`config.mk`:
```
export PLATFORM = sky130hd
export DESIGN_NAME = wsst_res_q
export DESIGN_NICKNAME = d
export VERILOG_FILES = /design/src/hw/rtl/wsst_pkg.sv /design/src/hw/rtl/wsst_res_q.sv
export SDC_FILE = /design/constraint.sdc
export NUM_CORES = 1
export LEC_CHECK = 0
export ABC_AREA = 1
export BUFFER_PORTS_ARGS = -buffer_cell sky130_fd_sc_hd__buf_4
export CAP_MARGIN = 0
export CELL_PAD_IN_SITES_DETAIL_PLACEMENT = 1
export CELL_PAD_IN_SITES_GLOBAL_PLACEMENT = 1
export CORE_UTILIZATION = 47
export CTS_CLUSTER_DIAMETER = 200
export DETAILED_ROUTE_END_ITERATION = 12
export PLACE_DENSITY = 0.94
export SYNTH_ARGS = -nofsm -noshare
export SYNTH_HDL_FRONTEND = slang
export SYNTH_SLANG_ARGS = --single-unit
```
`constraint.sdc`:
```
create_clock -name clk -period 4.4 [get_ports clk]
set_input_delay 0.22 -clock clk [delete_from_list [all_inputs] [get_ports clk]]
set_output_delay 0.22 -clock clk [all_outputs]
set_load 0.02 [all_outputs]
```
`src/hw/rtl/wsst_pkg.sv`:
```
// ----------------------------------------------------------------------------
// wsst_pkg: shared types for the weighted select sum tree
// Item, result and command formats, opcodes and queue depths.
// ----------------------------------------------------------------------------
package wsst_pkg;

  localparam int IDX_W    = 6;
  localparam int WEIGHT_W = 32;
  localparam int SUM_W    = 38;

  // depth of the command queue between front and back, and of the result queue
  localparam int CMD_DEPTH = 2;
  localparam int CQ_AW     = $clog2(CMD_DEPTH);
  localparam int RES_DEPTH = 2;
  localparam int RQ_AW     = $clog2(RES_DEPTH);

  typedef enum logic [1:0] {
    OP_WRITE     = 2'd0,
    OP_RECOMPUTE = 2'd1,
    OP_FIND      = 2'd2,
    OP_NOP       = 2'd3
  } opcode_t;

  typedef enum logic [1:0] {
    CMD_WRITE     = 2'd0,
    CMD_RECOMPUTE = 2'd1,
    CMD_FIND      = 2'd2,
    CMD_NOP       = 2'd3
  } cmd_kind_t;

  typedef struct packed {
    logic [1:0]          opcode;
    logic [IDX_W-1:0]    leaf_index;
    logic [WEIGHT_W-1:0] leaf_weight;
    logic [SUM_W-1:0]    search_value;
  } in_item_t;

  typedef struct packed {
    logic [IDX_W-1:0] chosen_index;
    logic [SUM_W-1:0] total_weight;
  } out_item_t;

  typedef struct packed {
    cmd_kind_t           kind;
    logic [IDX_W-1:0]    leaf_index;
    logic [WEIGHT_W-1:0] leaf_weight;
    logic [SUM_W-1:0]    search_value;
  } cmd_t;

  // back engine status seen by the front
  typedef struct packed {
    logic clearing;
    logic take;
  } back_stat_t;

endpackage

```
`src/hw/rtl/wsst_res_q.sv`:
```
// ----------------------------------------------------------------------------
// wsst_res_q: result queue
// Short queue between the engine and the result port.
// ----------------------------------------------------------------------------
module wsst_res_q (
  input  logic                clk,
  input  logic                rst_n,
  input  logic                res_push,
  input  wsst_pkg::out_item_t res_item,
  output logic                res_full,
  output logic                empty,
  input  logic                pop,
  output wsst_pkg::out_item_t out_item
);

  wsst_pkg::out_item_t        q_r [wsst_pkg::RES_DEPTH];
  logic [wsst_pkg::RQ_AW-1:0] wr_ptr_r, wr_ptr_nxt;
  logic [wsst_pkg::RQ_AW-1:0] rd_ptr_r, rd_ptr_nxt;
  logic [wsst_pkg::RQ_AW:0]   cnt_r, cnt_nxt;
  logic                       wr;
  logic                       rd;

  assign res_full = (cnt_r == (wsst_pkg::RQ_AW+1)'(wsst_pkg::RES_DEPTH));
  assign empty    = (cnt_r == '0);
  assign wr       = res_push && !res_full;
  assign rd       = pop && !empty;
  assign out_item = q_r[rd_ptr_r];

  always_comb begin
    wr_ptr_nxt = wr_ptr_r;
    rd_ptr_nxt = rd_ptr_r;
    if (wr) begin
      wr_ptr_nxt = (wr_ptr_r == wsst_pkg::RQ_AW'(wsst_pkg::RES_DEPTH-1)) ?
                   '0 : wr_ptr_r + 1'b1;
    end
    if (rd) begin
      rd_ptr_nxt = (rd_ptr_r == wsst_pkg::RQ_AW'(wsst_pkg::RES_DEPTH-1)) ?
                   '0 : rd_ptr_r + 1'b1;
    end
    cnt_nxt = cnt_r + (wsst_pkg::RQ_AW+1)'(wr) - (wsst_pkg::RQ_AW+1)'(rd);
  end

  always_ff @(posedge clk) begin
    if (!rst_n) begin
      wr_ptr_r <= '0;
      rd_ptr_r <= '0;
      cnt_r    <= '0;
    end else begin
      wr_ptr_r <= wr_ptr_nxt;
      rd_ptr_r <= rd_ptr_nxt;
      cnt_r    <= cnt_nxt;
    end
  end

  always_ff @(posedge clk) begin
    if (wr) begin
      q_r[wr_ptr_r] <= res_item;
    end
  end

endmodule

```
Word level (Yosys, flattened, before mapping)
Memories as Yosys holds them, arrays and structs flattened. A register that Yosys moved wholly into a read port is not among the register bits.
Cells that the tools add are included.

word-level totals
  flip-flop bits (word level) = 4
  bits in latches = 0
  input port bits = 48
  output and inout bits = 46
  bits in writable memories = 88
  memories kept = 1
  ROM bits = 0
  word-level logic and storage cells = 20

memory list
  name  words  bits a word  read ports  clocked after Yosys merged registers in  write ports  line              text
  q_r   2      44           1           1                                        1            wsst_res_q.sv:16  wsst_pkg::out_item_t q_r [wsst_pkg::RES_DEPTH];

operators by class
  eq/ne operators = 1
  mux-type cells = 6
  order comparisons = 0
  $add $sub $neg = 4
  multipliers = 0
  reductions and logical operators = 5
  divide/modulo/power cells = 0
  bitwise gates (word level) = 0
  shift-type cells = 0

operators by type and width
  operator                                     number
  1-bit 2-to-1 mux                             6
  1-bit adder, second input constant           2
  2-bit by 1-bit adder with 2-bit output       1
  2-bit equality test, second input constant   1
  1-bit logical AND                            2
  1-bit zero test                              2
  2-bit zero test                              1
  2-bit by 1-bit subtractor with 2-bit output  1

Depth between registers and ports, before layout
  word-level depth = 5
  depth in mapped cells = 11
  mapped depth without buffers = 11

Worst setup path before layout
No wires, ideal clock.

  path type = reg2reg
  from = register cnt_r[0] (netlist name)
  to = memory q_r[0][0] (netlist name), enable pin
  slack = 1.545 ns
  stages on the path, launching flop included = 5
  arrival time = 2.410 ns
  clock period less this slack = 2.855 ns
  buffers on the path = 0
  required time = 3.955 ns
  library setup time = 0.445 ns
  path through = dfxtp_1 > inv_1 > nand2_1 > nand2_1 > nor2_1

on the way
  word-level cells in the longest chain between the ends = 5

RTL lines
  item                                    line              text
  start, declared                         wsst_res_q.sv:19  logic [wsst_pkg::RQ_AW:0] cnt_r, cnt_nxt;
  start signal, assigned                  wsst_res_q.sv:51  cnt_r <= cnt_nxt;
  2-bit equality test                     wsst_res_q.sv:23  assign res_full = (cnt_r == (wsst_pkg::RQ_AW+1)'(wsst_pkg::RES_DEPTH));
  1-bit zero test                         wsst_res_q.sv:25  assign wr = res_push && !res_full;
  1-bit logical AND                       wsst_res_q.sv:25
  1-bit 2-to-1 mux                        wsst_res_q.sv:56  if (wr) begin
  1-bit 2-to-1 mux (not written as such)  wsst_res_q.sv:57  q_r[wr_ptr_r] <= res_item;
  end, declared                           wsst_res_q.sv:16

No other way between the ends.

==> qor.yml <==
status:
  status: "complete, no violations"
detailed_routing:
  detail_route.wl_per_cell_um: 17.8
  remaining_drc_errors: 0
  ant_nets: 0
  via_per_inst: 4.82
  vias: 1831
  first_iter_violations: 96
  drt_first_pass_iters: 4
  totalWireLength_mm: 6.78
clock_network:
  cts_sinks: 93
  clk_path_buf_depth: 2
  cts_hold_buf: 0
  postCtsSetupRepairBufs: 0
  cts_htree_levels: 3
  clkLatencyLatePin_ns: 0.35
  cts_root_buf: "clkbuf_8"
  cts_resized: 0
  cts.clk_slew.worst_paths_ns: 0.09
  cts_buffers: 9
  cts_tree: "built"
yosys:
  seq_area_frac_synth_pct: 75.6
  synth_nets: 225
  synth_cells: 175
  synth_top_family_by_area: "multiplexers"
  synth_area_leaders: "edfxtp_1 73%, mux2_4 17%, dfxtp_1 2.8%"
  synthAdderAreaFrac_pct: 0.690
  syn_area_sq_um: 3630
  synth_area_per_cell_sq_um: 20.7
  ys_ff_latch: 93
  synthXorXnorAreaFrac_pct: 0
  synth_top_area_share_pct: 72.9
  yosys_warnings: 0
  synth_compound_area_share_pct: 0.276
  synth-simple-area-share_pct: 2.17
  synth_largest_area_cell: "edfxtp_1"
  muxShareOfSynthArea_pct: 17.8
  yosysUniqueCellTypes: 12
global_routing:
  grt_max_degree: 45
  overflow: 0
  grt_pass1_vias: 2027
  grt.total_usage_pct: 17.8
  grt_antenna_before_repair: 0
  grt_pass1_wl_mm: 10.5
layout:
  layout_commonest_cell: "buf_4"
  drive_gt1_share_pct: 55.2
  syn2layout_area_growth_pct: 26.5
  insertedDiodeCount: 0
  finalNetCount: 326
  final_cell_mix: "95 x buf_4, 88 x edfxtp_1, 40 x mux2_4"
floorplan:
  design.die.area_sq_um: 8070
  chipWidth_um: 89.9
  rows: 31
  io_pins: 94
  core-area_sq_um: 7370
  start_util_pct: 49.2
  die_y_um: 89.9
setup_path:
  cp_max_fo: 23
  criticalPathCategory: "reg -> out"
  reg2reg_slack_ns: 2.43
  worst_ep_arrival_time_ns: 2.22
  r2r_end: "q_r[0][5]$_DFFE_PP_"
  critPathRequiredTime_ns: 4.18
  cp-start-kind: "flop"
  cp-end-kind: "primary output"
  r2r-start: "cnt_r[0]$_SDFF_PN0_"
  ff2ff_path_depth: 5
sta:
  hold_viol: 0
  finalCritPeriodShare_pct: 55.5
  whs_ns: 0.0434
  finalCriticalPeriod_ns: 2.44
  maxSlewViolCount: 0
  worst_pin_slew_ns: 0.985
  grt_setup_unrepaired: "no"
  slew_headroom_pct: 34.2
  tns_ns: 0
  max_clock_freq_mhz: 409
  setup_viol: 0
  skew_ns: 0.0110
power_and_ir_drop:
  leakagePower_nw: 1.83
  total_power_mw: 2.63
  power_density_nw_per_um2: 574
  irDropWorstVdd_mv: 0.327
flow_run:
  max_cap_violations: 0
hold_path:
  holdPathStages: 1
  hp-start: "res_item[32]"
  hold_class: "in -> reg"
  hold_end: "q_r[0][32]$_DFFE_PP_"
placed_design:
  dp_hpwl_mm: 4.72
  io_buffers: 93
  gp_congestion: 0.654
final cells by class:
| type | instances | area (sq um) |
|---|---|---|
| repair buffers | 95 | 713 |
| flip-flops and latches | 93 | 2740 |
| clock inverters | 4 | 72.6 |
| multi-input cells | 68 | 767 |
| fillers | 691 | 2780 |
| well taps | 99 | 124 |
| clock buffers | 12 | 135 |
| inverters | 9 | 33.8 |
synthesized netlist by cell type, drive strengths merged:
master / n
dfxtp: 5
ha: 2
nand3: 3
mux2: 44
inv: 9
a21oi: 2
nor2: 8
nand2: 9
buf: 5
edfxtp: 88
worst max-delay path by stage:
stage,startpoint,endpoint,slack [ns],cells after the start
global placement,flop,out_item[31],2.30,3
floorplan,cnt_r[0]$_SDFF_PN0_,q_r[0][0]$_DFFE_PP_,1.54,4
finish,flop,out_item[30],1.96,3
CTS,flop,out_item[30],1.89,3
detailed placement,flop,out_item[30],2.29,3
global route,flop,out_item[30],1.86,3
per-stage QoR:
| stage | util [%] | cell area (sq um) | setup slack (ns) | cells |
|---|---|---|---|---|
| floorplan | - | 3630 | 1.54 | 175 |
| global placement | 59.5 | 4380 | 2.30 | 364 |
| detailed placement | 59.5 | 4380 | 2.29 | 364 |
| CTS | 62.3 | 4590 | 1.89 | 380 |
| global route | 62.3 | 4590 | 1.86 | 380 |
| finish | 62.3 | 4590 | 1.96 | 380 |
worst max-delay path, stage by stage, from the launching register on:
cell and delay, ns:
dfxtp_2 0.79, buf_4 0.52, mux2_2 0.39, buf_4 0.16
registers in the layout, indices dropped and copies added, names as in the netlist, named ones only:
signal    count
q_r          88
rd_ptr_r      1
cnt_r         2
wr_ptr_r      1
layer usage:
layer,up-vias,part of all wire (%),GRT usage [%]
li1,859,-,-
met1,908,38,18.7
met2,55,56,33.5
met3,9,3.6,3.47
met4,0,1.9,8.87
met5,-,0,0
where the power goes:
part	total [mW]	internal, mW	switching [mW]
Combinational	0.837	0.412	0.425
Sequential	1.20	1.12	0.0714
Clock	0.600	0.320	0.280
cells by family (layout without fill, tap and decap cells):
logic type | count (synthesis) | in the layout
adder cells (fa/ha/maj) | 2 | 2
AO/OA/AOI/OAI | 2 | 2
multiplexers | 44 | 44
AND/OR/NAND/NOR | 20 | 20
flip-flops | 93 | 93
buffers and inverters | 14 | 120
No activity file was read; power rests on OpenSTA's default activity.
