**src/hw/rtl/wsst_pkg.sv**
```systemverilog
// ----------------------------------------------------------------------------
// wsst_pkg: shared types for the weighted select sum tree
// Item, result and command formats, opcodes and queue depths.
// ----------------------------------------------------------------------------
package wsst_pkg;

  localparam int IDX_W    = 6;
  localparam int WEIGHT_W = 32;
  localparam int SUM_W    = 38;

  // depth of the command queue between front and back, and of the result queue
  localparam int CMD_DEPTH = 2;
  localparam int CQ_AW     = $clog2(CMD_DEPTH);
  localparam int RES_DEPTH = 2;
  localparam int RQ_AW     = $clog2(RES_DEPTH);

  typedef enum logic [1:0] {
    OP_WRITE     = 2'd0,
    OP_RECOMPUTE = 2'd1,
    OP_FIND      = 2'd2,
    OP_NOP       = 2'd3
  } opcode_t;

  typedef enum logic [1:0] {
    CMD_WRITE     = 2'd0,
    CMD_RECOMPUTE = 2'd1,
    CMD_FIND      = 2'd2,
    CMD_NOP       = 2'd3
  } cmd_kind_t;

  typedef struct packed {
    logic [1:0]          opcode;
    logic [IDX_W-1:0]    leaf_index;
    logic [WEIGHT_W-1:0] leaf_weight;
    logic [SUM_W-1:0]    search_value;
  } in_item_t;

  typedef struct packed {
    logic [IDX_W-1:0] chosen_index;
    logic [SUM_W-1:0] total_weight;
  } out_item_t;

  typedef struct packed {
    cmd_kind_t           kind;
    logic [IDX_W-1:0]    leaf_index;
    logic [WEIGHT_W-1:0] leaf_weight;
    logic [SUM_W-1:0]    search_value;
  } cmd_t;

  // back engine status seen by the front
  typedef struct packed {
    logic clearing;
    logic take;
  } back_stat_t;

endpackage

```
**src/hw/rtl/wsst_front.sv**
```systemverilog
// ----------------------------------------------------------------------------
// wsst_front: input classifier and command queue
// Decodes each item into a command and holds it until the back takes it.
// ----------------------------------------------------------------------------
module wsst_front #(
  parameter int LEAF_COUNT  = 64,
  parameter int WEIGHT_BITS = 32
) (
  input  logic                 clk,
  input  logic                 rst_n,
  input  logic                 push,
  output logic                 full,
  input  wsst_pkg::in_item_t   in_item,
  input  wsst_pkg::back_stat_t stat,
  output logic                 cmd_valid,
  output wsst_pkg::cmd_t       cmd
);

  localparam int             MASK_W   = (WEIGHT_BITS < wsst_pkg::WEIGHT_W) ?
                                        WEIGHT_BITS : wsst_pkg::WEIGHT_W;
  localparam logic [32:0]    WMASK_X  = (33'd1 << MASK_W) - 33'd1;
  localparam logic [wsst_pkg::WEIGHT_W-1:0] WMASK = WMASK_X[wsst_pkg::WEIGHT_W-1:0];
  localparam logic [12:0]    LEAF_LIM = 13'(LEAF_COUNT);

  wsst_pkg::cmd_t               q_r [wsst_pkg::CMD_DEPTH];
  logic [wsst_pkg::CQ_AW-1:0]   wr_ptr_r, wr_ptr_nxt;
  logic [wsst_pkg::CQ_AW-1:0]   rd_ptr_r, rd_ptr_nxt;
  logic [wsst_pkg::CQ_AW:0]     cnt_r, cnt_nxt;
  logic                         accept;
  logic                         pop_cmd;
  wsst_pkg::cmd_t               entry;

  // classify: out-of-range writes become no-ops
  always_comb begin
    entry.leaf_index   = in_item.leaf_index;
    entry.leaf_weight  = in_item.leaf_weight & WMASK;
    entry.search_value = in_item.search_value;
    case (in_item.opcode)
      wsst_pkg::OP_WRITE: begin
        entry.kind = ({7'b0, in_item.leaf_index} < LEAF_LIM) ?
                     wsst_pkg::CMD_WRITE : wsst_pkg::CMD_NOP;
      end
      wsst_pkg::OP_RECOMPUTE: begin
        entry.kind = wsst_pkg::CMD_RECOMPUTE;
      end
      wsst_pkg::OP_FIND: begin
        entry.kind = wsst_pkg::CMD_FIND;
      end
      default: begin
        entry.kind = wsst_pkg::CMD_NOP;
      end
    endcase
  end

  assign full      = (cnt_r == (wsst_pkg::CQ_AW+1)'(wsst_pkg::CMD_DEPTH)) || stat.clearing;
  assign accept    = push && !full;
  assign pop_cmd   = stat.take;
  assign cmd_valid = (cnt_r != '0);
  assign cmd       = q_r[rd_ptr_r];

  always_comb begin
    wr_ptr_nxt = wr_ptr_r;
    rd_ptr_nxt = rd_ptr_r;
    if (accept) begin
      wr_ptr_nxt = (wr_ptr_r == wsst_pkg::CQ_AW'(wsst_pkg::CMD_DEPTH-1)) ?
                   '0 : wr_ptr_r + 1'b1;
    end
    if (pop_cmd) begin
      rd_ptr_nxt = (rd_ptr_r == wsst_pkg::CQ_AW'(wsst_pkg::CMD_DEPTH-1)) ?
                   '0 : rd_ptr_r + 1'b1;
    end
    cnt_nxt = cnt_r + (wsst_pkg::CQ_AW+1)'(accept) - (wsst_pkg::CQ_AW+1)'(pop_cmd);
  end

  always_ff @(posedge clk) begin
    if (!rst_n) begin
      wr_ptr_r <= '0;
      rd_ptr_r <= '0;
      cnt_r    <= '0;
    end else begin
      wr_ptr_r <= wr_ptr_nxt;
      rd_ptr_r <= rd_ptr_nxt;
      cnt_r    <= cnt_nxt;
    end
  end

  always_ff @(posedge clk) begin
    if (accept) begin
      q_r[wr_ptr_r] <= entry;
    end
  end

endmodule

```
**config.mk**
```make
export PLATFORM = sky130hd
export DESIGN_NAME = wsst_front
export DESIGN_NICKNAME = d
export VERILOG_FILES = /design/src/hw/rtl/wsst_pkg.sv /design/src/hw/rtl/wsst_front.sv
export SDC_FILE = /design/constraint.sdc
export NUM_CORES = 1
export LEC_CHECK = 0
export BUFFER_PORTS_ARGS = -buffer_cell sky130_fd_sc_hd__buf_4
export CORE_MARGIN = 4
export CORE_UTILIZATION = 46
export DETAILED_ROUTE_END_ITERATION = 8
export GPL_TIMING_DRIVEN = 0
export HOLD_SLACK_MARGIN = 0.08
export PLACE_DENSITY_LB_ADDON = 0.2
export SYNTH_ARGS = -nofsm -noshare
export SYNTH_HDL_FRONTEND = slang
export SYNTH_SLANG_ARGS = --single-unit
```
**constraint.sdc**
```tcl
create_clock -name clk -period 6.3 [get_ports clk]
set_clock_uncertainty 0.15 [all_clocks]
set_input_delay 1.89 -clock clk [delete_from_list [all_inputs] [get_ports clk]]
set_output_delay 1.89 -clock clk [all_outputs]
set_load 0.005 [all_outputs]
```
==> Word level (Yosys, flattened, before mapping) <==
Memories as Yosys holds them, arrays and structs flattened. A register that Yosys moved wholly into a read port is not among the register bits.
Cells that the tools add are included.
W data, S select, Z words.
{ "word_totals": {"register_bits": 4, "ram_bits": 156, "input_bits": 83, "memories": 1} }
{ "mem_list": {"columns": ["memory", "depth", "word_bits", "read_ports", "rd_clocked_by_memory_dff", "write_ports", "line", "text"], "rows": [
  ["q_r", 2, 78, 1, 1, 1, "wsst_front.sv:25", "wsst_pkg::cmd_t q_r [wsst_pkg::CMD_DEPTH];"]
]} }
{ "classes": {"n_addsub": 4, "n_eq_ne": 3, "muxes": 7, "n_reduce_logical": 5} }
{ "ops": {"columns": ["op", "count"], "rows": [
  ["$mux W1", 6],
  ["$pmux W2 S3", 1],
  ["$eq A2 B2 Y1 const B", 2],
  ["$add A1 B1 Y1 const B", 2],
  ["$add A2 B1 Y2", 1],
  ["$eq A2 B1 Y1 const B", 1],
  ["$logic_not A2 Y1", 1],
  ["$reduce_bool A2 Y1", 1],
  ["$sub A2 B1 Y2", 1],
  ["$logic_and A1 B1 Y1", 1],
  ["$logic_not A1 Y1", 1],
  ["$logic_or A1 B1 Y1", 1]
]} }

==> Longest topological paths before layout <==
{ "depth": {"word_depth": 6, "ltp_mapped": 8, "mapped_depth_nobuf": 8} }

==> Least setup slack after synthesis <==
OpenSTA, ideal clock, no wires.
{ "synth_timing": {"path_kind": "input -> register", "from": "in stat[1] (netlist name)", "to": "mem q_r[0][0] (netlist name), enable pin", "setup_ns": 0.515, "arrival_ns": 5.392, "slack_ns": 0.243, "stages": 2, "n_path_buf": 0, "path_cell_list": "nand3b_1 -> nor2_1"} }
{ "synth_between": {"elab_chain_len": 5} }
{ "synth_rtl": {"columns": ["element", "line", "text"], "rows": [
  ["start, declared", "wsst_front.sv:14", "input wsst_pkg::back_stat_t stat,"],
  ["$logic_or A1 B1 Y1", "wsst_front.sv:55", "assign full = (cnt_r == (wsst_pkg::CQ_AW+1)'(wsst_pkg::CMD_DEPTH)) || stat.clearing;"],
  ["$logic_not A1 Y1", "wsst_front.sv:56", "assign accept = push && !full;"],
  ["$logic_and A1 B1 Y1", "wsst_front.sv:56", null],
  ["$mux W1", "wsst_front.sv:88", "if (accept) begin"],
  ["$mux W1 (not written as such)", "wsst_front.sv:89", "q_r[wr_ptr_r] <= entry;"],
  ["end, declared", "wsst_front.sv:25", null]
]} }
No other way between the ends.

==> Worst setup path after layout <==
{ "layout_timing": {"from": "in stat[1] (netlist name)", "to": "out full"} }
{ "layout_between": {"elab_chain_len": 1} }
{ "layout_rtl": {"columns": ["element", "line", "text"], "rows": [
  ["$logic_or A1 B1 Y1", "wsst_front.sv:55", null],
  ["end, declared", "wsst_front.sv:12", "output logic full,"]
]} }
No other way between the ends.

==> reports/metrics.sh <==
SYNTH-XOR-AREA-SHARE_PCT=0.442
YS_TOP_CELLS_BY_AREA='sky130_fd_sc_hd__edfxtp_1, sky130_fd_sc_hd__mux2_2, sky130_fd_sc_hd__mux2_4, sky130_fd_sc_hd__dfxtp_1, sky130_fd_sc_hd__buf_6'
DRT-WIRELENGTH-PER-CELL_UM=16.9
CTS_RESIZED=0
TIMING.SETUP.TNS_NS=0
POST_SYNTHESIS_INSTANCE_AREA_MM2=0.00595
FINAL_ANTENNA_NET_COUNT=0
WORST_PIN_SLEW_NS=0.687
WORST_R2R_PATH_DEPTH=4
CRIT_ARRIVAL_NS=2.27
PERIOD_MINUS_SLACK_NS=4.31
CRIT_PATH_END_KIND='output pin'
DRT-VIAS-PER-INSTANCE=4.76
WORSTHOLDPATHTYPE='flip-flop to flip-flop'
SYNTH_ENABLE_FLOP_CELLS=156
MAX_SLEW_MARGIN_PCT=54.1
SYNTH.LARGEST_AREA_CELL='sky130_fd_sc_hd__edfxtp_1'
CRITICAL_PATH.SLOWEST_CELL='sky130_fd_sc_hd__nand2b_1'
CTS_NUM_SINKS=161
DRCVIOLATIONCOUNT=0
MAXSLEWVIOLCOUNT=0
FINAL-INSTANCE-COUNT-EXCL-FILL=638
YS_TYPES=18
GRT_FIRST_PASS_WIRELENGTH_UM=16600
POST_SYNTH_FA_HA_MAJ_AREA_FRACTION_PCT=0.421
SYNTH.MOST_COMMON_CELL='sky130_fd_sc_hd__edfxtp_1'
GLOBALROUTE.TOTALOVERFLOW=0
DPL-INSTANCE-AREA_MM2=0.00746
MUXSHAREOFSYNTHAREA_PCT=16.2
STARTPOINT_TYPE='input port'
SYNTH_TOP_AREA_SHARE_PCT=78.7
CLOCK-ROOT-BUFFER='sky130_fd_sc_hd__clkbuf_16'
PEAKVDDDROP_uV=205
PLACE.PORT_BUFFERS=160
STARTPOINT='stat[1]'
INITIALDRTVIOLATIONCOUNT=134
GRT_PASS1_VIAS=3264
CAP_VIOL_MAX_COUNT=0
MAX-CLOCK-PATH-BUFFERS=2
FRACTION_OF_THE_YOSYS_AREA_TAKEN_BY_SEQUENTIAL_CELLS_PCT=80.4
COREAREA_MM2=0.0126
CTS_SETUP_BUFFERS=0
TRITONCTS.NUM_BUFFERS=17
ANTENNA_VIOLATIONS_BEFORE_REPAIR=0
PATH_COMMON_CELL='sky130_fd_sc_hd__buf_4'
YS_WARN_COUNT=0
LAYOUT.CELL_AREA.NON_FILLER_MM2=0.00800
RSZ0062_AT_GRT='false'
DIE_AREA_MM2=0.0148
CRIT_CELLS=3
PLACE.DETAILED.INSTANCES=606
PLACE.GP.CONGESTION=0.704
VIA_COUNT=3036
FRACTION_OF_REGISTERS_WITH_ASYNC_SET_RESET_PCT=0
GROUTE.USAGE.OVERALL_PCT=15.2
DPL_WORST_SLACK_NS=1.99
SYNTH_TOP_FAMILY_BY_AREA='multiplexers'
SYNTH-COMPOUND-AREA-SHARE_PCT=0
GRT_MAX_DEGREE=33
NUM-NETS-FINAL=538
DIE_H_UM=122
FF2FF_SETUP_SLACK_NS=4.16
DIE_W_UM=122
FIN_WS_NS=1.99
REPORT.POWER.TOTAL_W=0.00250
FIN_CRIT_SH_PCT=68.4
DR.PASS1.ITERS=4
CTS.CLK_SLEW.WORST_PATHS_NS=0.06
INITIAL_CORE_UTIL_PCT=47.2
TIMING.CRITICAL_PATH.SLOWEST_CELL_DELAY_NS=0.13
BUF_INV_STAGES_CRIT_PATH=2
HOLDBUFCOUNTCTS=0
POST_SYNTH_INST_COUNT=270
HTREE_LEVELS=4
CRIT_FAMILY='buffers and inverters'
CRITICAL_PATH.ENDPOINT='full'
NUM_IO_PINS=163
CRITPATHREQUIREDTIME_NS=4.26
DRIVE_GT1_SHARE_PCT=60.5
MOST_FREQUENT_CELLS_AFTER_SYNTHESIS='sky130_fd_sc_hd__edfxtp_1, sky130_fd_sc_hd__mux2_2, sky130_fd_sc_hd__mux2_4'
RUN_STATUS='complete, no violations'
ROUTE.FINAL.WIRE_LENGTH_UM=10800
CRIT_PATH_MAX_FANOUT=2
ANTENNA_CELLS=0
TIMING.RR.START='cnt_r[0]$_SDFF_PN0_'
SYNTHESIS.AREA_PER_INSTANCE_UM2=22.0
SYNTH-SIMPLE-AREA-SHARE_PCT=1.11
TIMING_HOLD_VIOLATIONS_FINAL=0
PLACEMENT_ROWS=41
CRITICAL_PATH.REG2REG.ENDPOINT='q_r[0][47]$_DFFE_PP_'
CRITICAL_PATH.CELL_CHAIN='buf_4, nand2b_1, buf_4'
CRITICALPATHCATEGORY='input port to output pin'
POWER.DENSITY_CELL_AREA_mW_PER_MM2=312
SETUP_VIOL_COUNT_FINAL=0
CTS_TREE='yes'
CLOCK_LATENCY_NS=0.42
POSTSYNTHREGISTERBITS=161
TOTAL_LEAKAGE_POWER_nW=3.01
AREA_GROWTH_PCT=34.5
SYN_NETS=355
FMAX_MHz=232
SYNTH-MAIN-FF-CELL='sky130_fd_sc_hd__edfxtp_1'
DETAILED_PLACE_HPWL_UM=7390
[cell type report]
type / count / area, um^2
Inverter: 2 / 7.51
Sequential cell: 161 / 4780
Tap cell: 172 / 215
Timing Repair Buffer: 164 / 1280
Clock inverter: 10 / 87.6
Fill cell: 947 / 4620
Clock buffer: 22 / 454
Multi-Input combinational cell: 96 / 1100
Buffer: 11 / 77.6
[how the worst min path moves through the flow]
stage / startpoint / endpoint / depth (start not counted) / slack (ns)
floorplan: wr_ptr_r$_SDFFE_PN0P_ / wr_ptr_r$_SDFFE_PN0P_ / 2 / 0.30
global placement: wr_ptr_r$_SDFFE_PN0P_ / wr_ptr_r$_SDFFE_PN0P_ / 2 / 0.31
detailed placement: wr_ptr_r$_SDFFE_PN0P_ / wr_ptr_r$_SDFFE_PN0P_ / 2 / 0.37
CTS: wr_ptr_r$_SDFFE_PN0P_ / wr_ptr_r$_SDFFE_PN0P_ / 2 / 0.38
global route: wr_ptr_r$_SDFFE_PN0P_ / wr_ptr_r$_SDFFE_PN0P_ / 2 / 0.42
finish: wr_ptr_r$_SDFFE_PN0P_ / wr_ptr_r$_SDFFE_PN0P_ / 2 / 0.38
[power breakdown]
group          internal [W]  switching, W
combinational      0.000182      0.000125
sequential          0.00124     0.0000147
clock              0.000550      0.000386
[metrics by stage]
step	util (%)	hold WS, ns
after floorplan	-	0.301
after global routing	63.4	0.424
final	63.4	0.381
after global placement	58.4	0.308
after detailed placement	59.1	0.372
after CTS	63.4	0.380
[worst min-delay path: stages (launching register included)]
cell and delay (ns):
sky130_fd_sc_hd__dfxtp_1 0.35, sky130_fd_sc_hd__nand2_1 0.07, sky130_fd_sc_hd__mux2i_1 0.06
[routing by layer]
| metal | wire [um] | share of wire (%) | track usage, % |
|---|---|---|---|
| met1 | 4280 | 40 | 17.8 |
| met2 | 5190 | 48 | 23.9 |
| met3 | 1130 | 10 | 6.96 |
| met4 | 187 | 1.7 | 7.35 |
| met5 | 0 | 0 | 0 |
[layout by cell type, fill, tap and decap left out, drive strengths merged, types with 4 or more instances in the layout]
master and instances:
buf 173, clkinvlp 5, clkinv 4, and2 4, mux2 78, clkbuf 24, edfxtp 156, dfxtp 5
[kinds of logic (layout without fill, tap and decap cells)]
group / Yosys count / after routing
muxes: 79 / 79
buffers and inverters: 13 / 209
xor gates and xnor gates: 3 / 3
and+or+nand+nor: 12 / 12
adders and majority gates: 2 / 2
DFF: 161 / 161
[flip-flops by register name, indices dropped and copies added (netlist names), named ones only]
| register | count |
|---|---|
| q_r | 156 |
| rd_ptr_r | 1 |
| cnt_r | 2 |
| wr_ptr_r | 1 |
Power figures use the tool's default switching activity.
